**src/rtl/fqd_pkg.sv**
```systemverilog
// Shared constants and types for the FIFO queue with delete.
// Holds operation and status codes and the result control struct.
// No dependencies.
`default_nettype none

package fqd_pkg;

   localparam int DEPTH_DEFAULT      = 16;
   localparam int DATA_WIDTH_DEFAULT = 32;

   localparam int FUNC_W   = 2;
   localparam int STATUS_W = 2;

   localparam logic [FUNC_W-1:0] OP_ENQ = 2'd0;
   localparam logic [FUNC_W-1:0] OP_DEQ = 2'd1;
   localparam logic [FUNC_W-1:0] OP_DEL = 2'd2;

   localparam logic [STATUS_W-1:0] ST_OK     = 2'd0;
   localparam logic [STATUS_W-1:0] ST_REJECT = 2'd1;
   localparam logic [STATUS_W-1:0] ST_FULL   = 2'd2;

   typedef struct packed {
      logic                done;
      logic [STATUS_W-1:0] status;
   } res_ctl_type;

endpackage

`default_nettype wire

```
**src/rtl/fifo_queue_with_delete.sv**
```systemverilog
// Enqueue and requests rejected on acceptance are answered without a store read;
// dequeue reads via S_DEQ; delete scans in S_SCAN, shifts later entries in S_SHIFT.
// Throughput: one enqueue per cycle while the response slot is free; dequeue
// and delete hold the request side until done, set by the store's single read port.
// Reset clears state, head, count and the response valid flag; the store is not cleared.
`default_nettype none

module fifo_queue_with_delete #(
   parameter int DEPTH      = fqd_pkg::DEPTH_DEFAULT,
   parameter int DATA_WIDTH = fqd_pkg::DATA_WIDTH_DEFAULT
) (
   input  wire logic                                           clock,
   input  wire logic                                           reset,
   input  wire logic                                           req_tvalid,
   output logic                                                req_tready,
   // item_value
   input  wire logic [((DATA_WIDTH+7)/8)*8-1:0]                req_tdata,
   // func
   input  wire logic [fqd_pkg::FUNC_W-1:0]                     req_tuser,
   output logic                                                rsp_tvalid,
   input  wire logic                                           rsp_tready,
   // out_value, length
   output logic [((DATA_WIDTH+$clog2(DEPTH+1)+7)/8)*8-1:0]     rsp_tdata,
   // status
   output logic [fqd_pkg::STATUS_W-1:0]                        rsp_tuser
);

   localparam int AW  = $clog2(DEPTH);
   localparam int CW  = $clog2(DEPTH + 1);
   localparam int RDW = ((DATA_WIDTH + CW + 7) / 8) * 8;

   fqd_pkg::res_ctl_type         res_ctl;
   logic [DATA_WIDTH-1:0]        res_value;
   logic [CW-1:0]                res_length;
   logic                         slot_free;

   logic                         wr_en;
   logic [AW-1:0]                wr_addr;
   logic [DATA_WIDTH-1:0]        wr_data;
   logic                         rd_en;
   logic [AW-1:0]                rd_addr;
   logic [DATA_WIDTH-1:0]        rd_data;

   logic                         rsp_valid_ff;
   logic [fqd_pkg::STATUS_W-1:0] rsp_status_ff;
   logic [DATA_WIDTH-1:0]        rsp_value_ff;
   logic [CW-1:0]                rsp_length_ff;

   assign slot_free = !rsp_valid_ff || rsp_tready;

   fqd_seq #(
      .DEPTH      (DEPTH),
      .DATA_WIDTH (DATA_WIDTH)
   ) u_seq (
      .clock      (clock),
      .reset      (reset),
      .req_valid  (req_tvalid),
      .req_ready  (req_tready),
      .req_func   (req_tuser),
      .req_word   (req_tdata[DATA_WIDTH-1:0]),
      .slot_free  (slot_free),
      .res_ctl    (res_ctl),
      .res_value  (res_value),
      .res_length (res_length),
      .wr_en      (wr_en),
      .wr_addr    (wr_addr),
      .wr_data    (wr_data),
      .rd_en      (rd_en),
      .rd_addr    (rd_addr),
      .rd_data    (rd_data)
   );

   fqd_ram #(
      .DEPTH      (DEPTH),
      .DATA_WIDTH (DATA_WIDTH)
   ) u_ram (
      .clock   (clock),
      .wr_en   (wr_en),
      .wr_addr (wr_addr),
      .wr_data (wr_data),
      .rd_en   (rd_en),
      .rd_addr (rd_addr),
      .rd_data (rd_data)
   );

   always_ff @(posedge clock) begin
      if (reset) begin
         rsp_valid_ff <= 1'b0;
      end else if (res_ctl.done) begin
         rsp_valid_ff <= 1'b1;
      end else if (rsp_tready) begin
         rsp_valid_ff <= 1'b0;
      end
      if (res_ctl.done) begin
         rsp_status_ff <= res_ctl.status;
         rsp_value_ff  <= res_value;
         rsp_length_ff <= res_length;
      end
   end

   assign rsp_tvalid = rsp_valid_ff;
   assign rsp_tuser  = rsp_status_ff;
   assign rsp_tdata  = RDW'({rsp_length_ff, rsp_value_ff});

   a_no_overwrite: assert property (@(posedge clock) disable iff (reset)
      (rsp_valid_ff && !rsp_tready) |-> !res_ctl.done)
      else $error("response overwritten while stalled");

   a_enq_one_cycle: assert property (@(posedge clock) disable iff (reset)
      (req_tvalid && req_tready && req_tuser == fqd_pkg::OP_ENQ) |=> rsp_valid_ff)
      else $error("enqueue response missing");

   a_length_bound: assert property (@(posedge clock) disable iff (reset)
      rsp_valid_ff |-> (rsp_length_ff <= CW'(DEPTH)))
      else $error("length beyond depth");

   a_full_length: assert property (@(posedge clock) disable iff (reset)
      (rsp_valid_ff && rsp_status_ff == fqd_pkg::ST_FULL) |-> (rsp_length_ff == CW'(DEPTH)))
      else $error("full status with room left");

endmodule

`default_nettype wire

```
**src/rtl/fqd_ram.sv**
```systemverilog
// Entry store: one write port, one read port, registered read data.
// Uses no package items.
`default_nettype none

module fqd_ram #(
   parameter int DEPTH      = 16,
   parameter int DATA_WIDTH = 32
) (
   input  wire logic                     clock,
   input  wire logic                     wr_en,
   input  wire logic [$clog2(DEPTH)-1:0] wr_addr,
   input  wire logic [DATA_WIDTH-1:0]    wr_data,
   input  wire logic                     rd_en,
   input  wire logic [$clog2(DEPTH)-1:0] rd_addr,
   output logic      [DATA_WIDTH-1:0]    rd_data
);

   logic [DATA_WIDTH-1:0] mem [DEPTH];
   logic [DATA_WIDTH-1:0] rd_data_ff;

   always_ff @(posedge clock) begin
      if (wr_en) begin
         mem[wr_addr] <= wr_data;
      end
      if (rd_en) begin
         rd_data_ff <= mem[rd_addr];
      end
   end

   assign rd_data = rd_data_ff;

endmodule

`default_nettype wire

```
**src/rtl/fqd_seq.sv**
```systemverilog
// Operation sequencer: head and count registers, scan and shift for delete.
// Depends on fqd_pkg; drives the ports of fqd_ram.
`default_nettype none

module fqd_seq #(
   parameter int DEPTH      = 16,
   parameter int DATA_WIDTH = 32
) (
   input  wire logic                          clock,
   input  wire logic                          reset,
   input  wire logic                          req_valid,
   output logic                               req_ready,
   input  wire logic [fqd_pkg::FUNC_W-1:0]    req_func,
   input  wire logic [DATA_WIDTH-1:0]         req_word,
   input  wire logic                          slot_free,
   output fqd_pkg::res_ctl_type               res_ctl,
   output logic      [DATA_WIDTH-1:0]         res_value,
   output logic      [$clog2(DEPTH+1)-1:0]    res_length,
   output logic                               wr_en,
   output logic      [$clog2(DEPTH)-1:0]      wr_addr,
   output logic      [DATA_WIDTH-1:0]         wr_data,
   output logic                               rd_en,
   output logic      [$clog2(DEPTH)-1:0]      rd_addr,
   input  wire logic [DATA_WIDTH-1:0]         rd_data
);

   localparam int AW    = $clog2(DEPTH);
   localparam int CW    = $clog2(DEPTH + 1);
   localparam int SUM_W = AW + 1;

   localparam logic [1:0] S_IDLE  = 2'd0;
   localparam logic [1:0] S_DEQ   = 2'd1;
   localparam logic [1:0] S_SCAN  = 2'd2;
   localparam logic [1:0] S_SHIFT = 2'd3;

   logic [1:0]            state_ff,  state_in;
   logic [AW-1:0]         head_ff,   head_in;
   logic [CW-1:0]         count_ff,  count_in;
   logic [AW-1:0]         idx_ff,    idx_in;
   logic [DATA_WIDTH-1:0] word_ff,   word_in;

   logic          accept;
   logic [AW-1:0] last_idx;
   logic [AW-1:0] idx_p1;
   logic [AW-1:0] idx_p2;
   logic [CW-1:0] count_m1;
   logic [CW-1:0] count_p1;

   function automatic logic [AW-1:0] slot_of(input logic [AW-1:0] head,
                                             input logic [AW-1:0] off);
      logic [SUM_W-1:0] sum;
      sum = {1'b0, head} + {1'b0, off};
      if (sum >= SUM_W'(DEPTH)) begin
         sum = sum - SUM_W'(DEPTH);
      end
      return sum[AW-1:0];
   endfunction

   assign req_ready = (state_ff == S_IDLE) && slot_free;
   assign accept    = req_valid && req_ready;
   assign count_m1  = count_ff - CW'(1);
   assign count_p1  = count_ff + CW'(1);
   assign last_idx  = count_m1[AW-1:0];
   assign idx_p1    = idx_ff + AW'(1);
   assign idx_p2    = idx_ff + AW'(2);

   always_comb begin
      state_in   = state_ff;
      head_in    = head_ff;
      count_in   = count_ff;
      idx_in     = idx_ff;
      word_in    = word_ff;
      res_ctl    = '{done: 1'b0, status: fqd_pkg::ST_REJECT};
      res_value  = '0;
      res_length = count_ff;
      wr_en      = 1'b0;
      wr_addr    = slot_of(head_ff, count_ff[AW-1:0]);
      wr_data    = req_word;
      rd_en      = 1'b0;
      rd_addr    = head_ff;

      unique case (state_ff)
         S_IDLE: begin
            if (accept) begin
               unique case (req_func)
                  fqd_pkg::OP_ENQ: begin
                     res_ctl.done = 1'b1;
                     if (req_word == '0) begin
                        res_ctl.status = fqd_pkg::ST_REJECT;
                     end else if (count_ff == CW'(DEPTH)) begin
                        res_ctl.status = fqd_pkg::ST_FULL;
                     end else begin
                        wr_en          = 1'b1;
                        count_in       = count_p1;
                        res_ctl.status = fqd_pkg::ST_OK;
                        res_length     = count_p1;
                     end
                  end
                  fqd_pkg::OP_DEQ: begin
                     if (count_ff == '0) begin
                        res_ctl.done = 1'b1;
                     end else begin
                        rd_en    = 1'b1;
                        rd_addr  = head_ff;
                        head_in  = slot_of(head_ff, AW'(1));
                        count_in = count_m1;
                        state_in = S_DEQ;
                     end
                  end
                  fqd_pkg::OP_DEL: begin
                     if (req_word == '0 || count_ff == '0) begin
                        res_ctl.done = 1'b1;
                     end else begin
                        rd_en    = 1'b1;
                        rd_addr  = head_ff;
                        idx_in   = '0;
                        word_in  = req_word;
                        state_in = S_SCAN;
                     end
                  end
                  default: begin
                     res_ctl.done = 1'b1;
                  end
               endcase
            end
         end
         S_DEQ: begin
            res_ctl    = '{done: 1'b1, status: fqd_pkg::ST_OK};
            res_value  = rd_data;
            state_in   = S_IDLE;
         end
         S_SCAN: begin
            if (rd_data == word_ff) begin
               if (idx_ff == last_idx) begin
                  res_ctl    = '{done: 1'b1, status: fqd_pkg::ST_OK};
                  count_in   = count_m1;
                  res_length = count_m1;
                  state_in   = S_IDLE;
               end else begin
                  rd_en    = 1'b1;
                  rd_addr  = slot_of(head_ff, idx_p1);
                  state_in = S_SHIFT;
               end
            end else if (idx_ff == last_idx) begin
               res_ctl  = '{done: 1'b1, status: fqd_pkg::ST_REJECT};
               state_in = S_IDLE;
            end else begin
               rd_en   = 1'b1;
               rd_addr = slot_of(head_ff, idx_p1);
               idx_in  = idx_p1;
            end
         end
         S_SHIFT: begin
            wr_en   = 1'b1;
            wr_addr = slot_of(head_ff, idx_ff);
            wr_data = rd_data;
            if (idx_p1 == last_idx) begin
               res_ctl    = '{done: 1'b1, status: fqd_pkg::ST_OK};
               count_in   = count_m1;
               res_length = count_m1;
               state_in   = S_IDLE;
            end else begin
               rd_en   = 1'b1;
               rd_addr = slot_of(head_ff, idx_p2);
               idx_in  = idx_p1;
            end
         end
         default: begin
            state_in = S_IDLE;
         end
      endcase
   end

   always_ff @(posedge clock) begin
      if (reset) begin
         state_ff <= S_IDLE;
         head_ff  <= '0;
         count_ff <= '0;
      end else begin
         state_ff <= state_in;
         head_ff  <= head_in;
         count_ff <= count_in;
      end
      idx_ff  <= idx_in;
      word_ff <= word_in;
   end

endmodule

`default_nettype wire

```
**config.mk**
```make
export PLATFORM = sky130hd
export DESIGN_NAME = fifo_queue_with_delete
export DESIGN_NICKNAME = d
export VERILOG_FILES = /design/src/rtl/fqd_pkg.sv /design/src/rtl/fifo_queue_with_delete.sv /design/src/rtl/fqd_ram.sv /design/src/rtl/fqd_seq.sv
export SDC_FILE = /design/constraint.sdc
export NUM_CORES = 1
export LEC_CHECK = 0
export BUFFER_PORTS_ARGS = -buffer_cell sky130_fd_sc_hd__buf_2
export CAP_MARGIN = 40
export CORE_MARGIN = 5
export CORE_UTILIZATION = 44
export CTS_CLUSTER_DIAMETER = 50
export DETAILED_ROUTE_END_ITERATION = 7
export HOLD_SLACK_MARGIN = 0.02
export SYNTH_ARGS = -nofsm -noshare
export SYNTH_HDL_FRONTEND = slang
export SYNTH_SLANG_ARGS = --single-unit
```
**constraint.sdc**
```tcl
create_clock -name clock -period 5.42 [get_ports clock]
set_input_delay 0.271 -clock clock [delete_from_list [all_inputs] [get_ports clock]]
set_output_delay 0.271 -clock clock [all_outputs]
set_load 0.01 [all_outputs]
```
==> metrics.txt <==
Crit Path Class flip-flop to flip-flop; GP Congestion between 0.8 and 0.9; status finished, final reports clean; PortBufs 78; clock share of power 31.3%; H-tree levels 3; largest net degree at the start of global routing 73; num rows around 90; drt first-iter violations about 1,500; setup TNS 0 ns; syn_area_per_cell about 17 um2; drt wl/cell approximately 27 um; post_cts resized 0; DRC viols 0; Seq/Total Area, Yosys approximately three quarters; fin area 29,900 um2; synth unique cells 61; biggest area consumer among synthesized cells edfxtp_1; period utilization about 84%; worst endpoint required time 5.76 ns; CTS tree yes; Max IR drop VDD between 0.3 and 0.4 mV; Post-CTS Setup Inserts 0; Clk Latency, worst-skew pair approximately 0.62 ns; DR vias about 15,000; Die ar. 63,200 um2; Psw ~0.0047 W; layout cells sized above 1 roughly 18%; grt ovf 0; Post-synth EDFFs between 600 and 700; DIE WIDTH roughly 250 um; Max Clock Skew ~0.05 ns; Num CTS Buffers 71; most common cell in the netlist edfxtp_1; Post-synth top flop edfxtp_1; first-pass GRT wire length between 90 and 100 mm; Detailed Routing Iterations Pass 1 5; cell count after synthesis ~1,500; Routed Antenna Nets 0; vias in the first global route between 10,000 and 15,000; Synth async-reset ratio 0%; Logic pwr share a little over a quarter; Final Max Slew Viols 0; Max clock buf depth 3; hold slack about 0.053 ns; top cells by area, synth edfxtp_1 73%, mux2i_1 10%, o22ai_1 3.1%, mux2_2 1.4%, xnor2_1 1.4%; # IOs 82; Critical Path AT slightly below 5 ns; Pwr per Cell Area between 500 and 600 nW/um2; top post-synthesis cells by count 619 x edfxtp_1, 258 x mux2i_1, 129 x o22ai_1, 46 x buf_2, 44 x nor2_1; Core Util, Final 51.8%; Worst-path clk slew 0.06 ns; placed cell areas 27,200 um2; Final nets about 1,700; slew of the pin with the lowest slew margin about 0.89 ns; Net Sw Frac between 30% and 40%; Post-Route WL roughly 68 mm; Max-cap violations 0; post-synthesis cell area ~26,000 um2; CTS Hold Bufs 33; vias per inst between 5 and 6; Seq pwr share 41.6%; FF+latch count, synth approximately 630; startpoint types flip-flop; Root Driver clkbuf_16; nature of the critical path endpoint flip-flop; top-area cell type share of the netlist area 72.5%; Initial Utilization between 40% and 50%; Die H 251 um; antenna fix cells 0; core area 57,700 um2; Layout area overhead 16.5%; detailed placement HPWL around 38 mm; number of antenna violations at the first check in global routing 0; Setup Viol. Count Final 0; Global Route Usage Sum between 20% and 30%; fmax approximately 0.22 GHz; RSZ-0062 raised after global routing false; Worst slew margin between 30% and 40%; Crit Path Max Fanout between 60 and 70; final hold vios 0; Final Critical Period between 4 and 5 ns; Hold Crit Class primary input to flip-flop; warnings from Yosys 0; internal power around 0.010 W; # fillers 4,680; # clock sinks ~630; leak pwr 11.4 nW
==> per-stage QoR <==
| stage | instances | power (W) | setup slack, ns |
|---|---|---|---|
| floorplan | 1524 | 0.00900 | 0.0736 |
| global placement | 2339 | 0.0104 | 1.10 |
| detailed placement | 2339 | 0.0104 | 0.996 |
| CTS | 2499 | 0.0152 | 0.958 |
| global route | 2499 | 0.0157 | 0.696 |
| finish | 2499 | 0.0151 | 0.894 |
==> critical path, cell delays in order, from the launching register on <==
cell and delay [ns]:
dfxtp_1 0.50, inv_1 0.16, ha_1 0.46, xor2_1 0.21
nand2b_1 0.11, o31ai_1 0.64, o22ai_1 0.26, a21oi_4 0.30
buf_4 0.27, buf_12 0.37, mux2i_1 0.25, o22ai_1 0.11
or4_1 0.54
==> worst paths after layout <==
| check | depth (start not counted) | from | slack [ns] | endpoint |
|---|---|---|---|---|
| max reg2reg | 12 | u_seq.count_ff[1] | 0.89 | u_ram.rd_data[18] |
| min reg2reg | 2 | rsp_tvalid | 0.53 | rsp_tvalid |
| min | 2 | reset | 0.05 | u_seq.head_ff[3] |
| max | 12 | u_seq.count_ff[1] | 0.89 | u_ram.rd_data[18] |
==> cells by family after synthesis <==
group	after synthesis	synth area share, %
DFF	631	73.5
muxes	291	11.5
and+or+nand+nor	216	4.72
AOI/OAI and AO/OA	206	5.15
buffers and inverters	96	1.81
xor gates and xnor gates	55	1.97
adders and majority gates	26	1.36
other	1	0.0146
==> power by group through the flow <==
stage	clock network [W]	logic, W	registers (W)
6_report	0.00471	0.00410	0.00627
5_1_grt	0.00501	0.00436	0.00630
4_1_cts	0.00479	0.00409	0.00627
3_5_place_dp	0	0.00406	0.00637
3_3_place_gp	0	0.00401	0.00637
2_1_floorplan	0	0.00267	0.00633
==> sequential cells by signal (all words and copies together), names as in the netlist <==
register        flops
u_seq.head_ff       4
u_seq.idx_ff        4
u_seq.count_ff      5
rsp_tuser           2
u_seq.state_ff      2
u_seq.word_ff      32
rsp_value_ff       32
rsp_length_ff       5
u_ram.mem         512
rsp_tvalid          1
u_ram.rd_data      32
==> per-layer routing <==
metal | global-route usage [%] | share of wire [%] | vias up
met1 | 30.3 | 44 | 7508
met5 | 0 | 0 | -
met3 | 3.66 | 6.4 | 96
met4 | 4.90 | 1.8 | 0
li1 | - | - | 6340
met2 | 34.0 | 48 | 583
==> cell type report <==
type	count	area [um2]	share of cell area [%]
timing repair buffer	159	1180	3.96
sequential	631	18800	63.0
inverter	20	75.1	0.251
clock buffer	80	1830	6.13
tap	765	957	3.21
multi-input combinational	797	6510	21.8
clock inverter	47	483	1.62
==> placed cells by master (no fill, tap or decap), drive strengths merged, types with 35 or more instances in the layout <==
| cell | Yosys | final |
|---|---|---|
| edfxtp | 619 | 619 |
| mux2i | 258 | 258 |
| o22ai | 129 | 129 |
| buf | 58 | 126 |
| clkbuf | 18 | 80 |
| nor2 | 44 | 44 |
| xnor2 | 43 | 43 |
| and2 | 37 | 37 |
| nand2 | 37 | 37 |
| or4 | 35 | 35 |
Power figures use the tool's default switching activity.
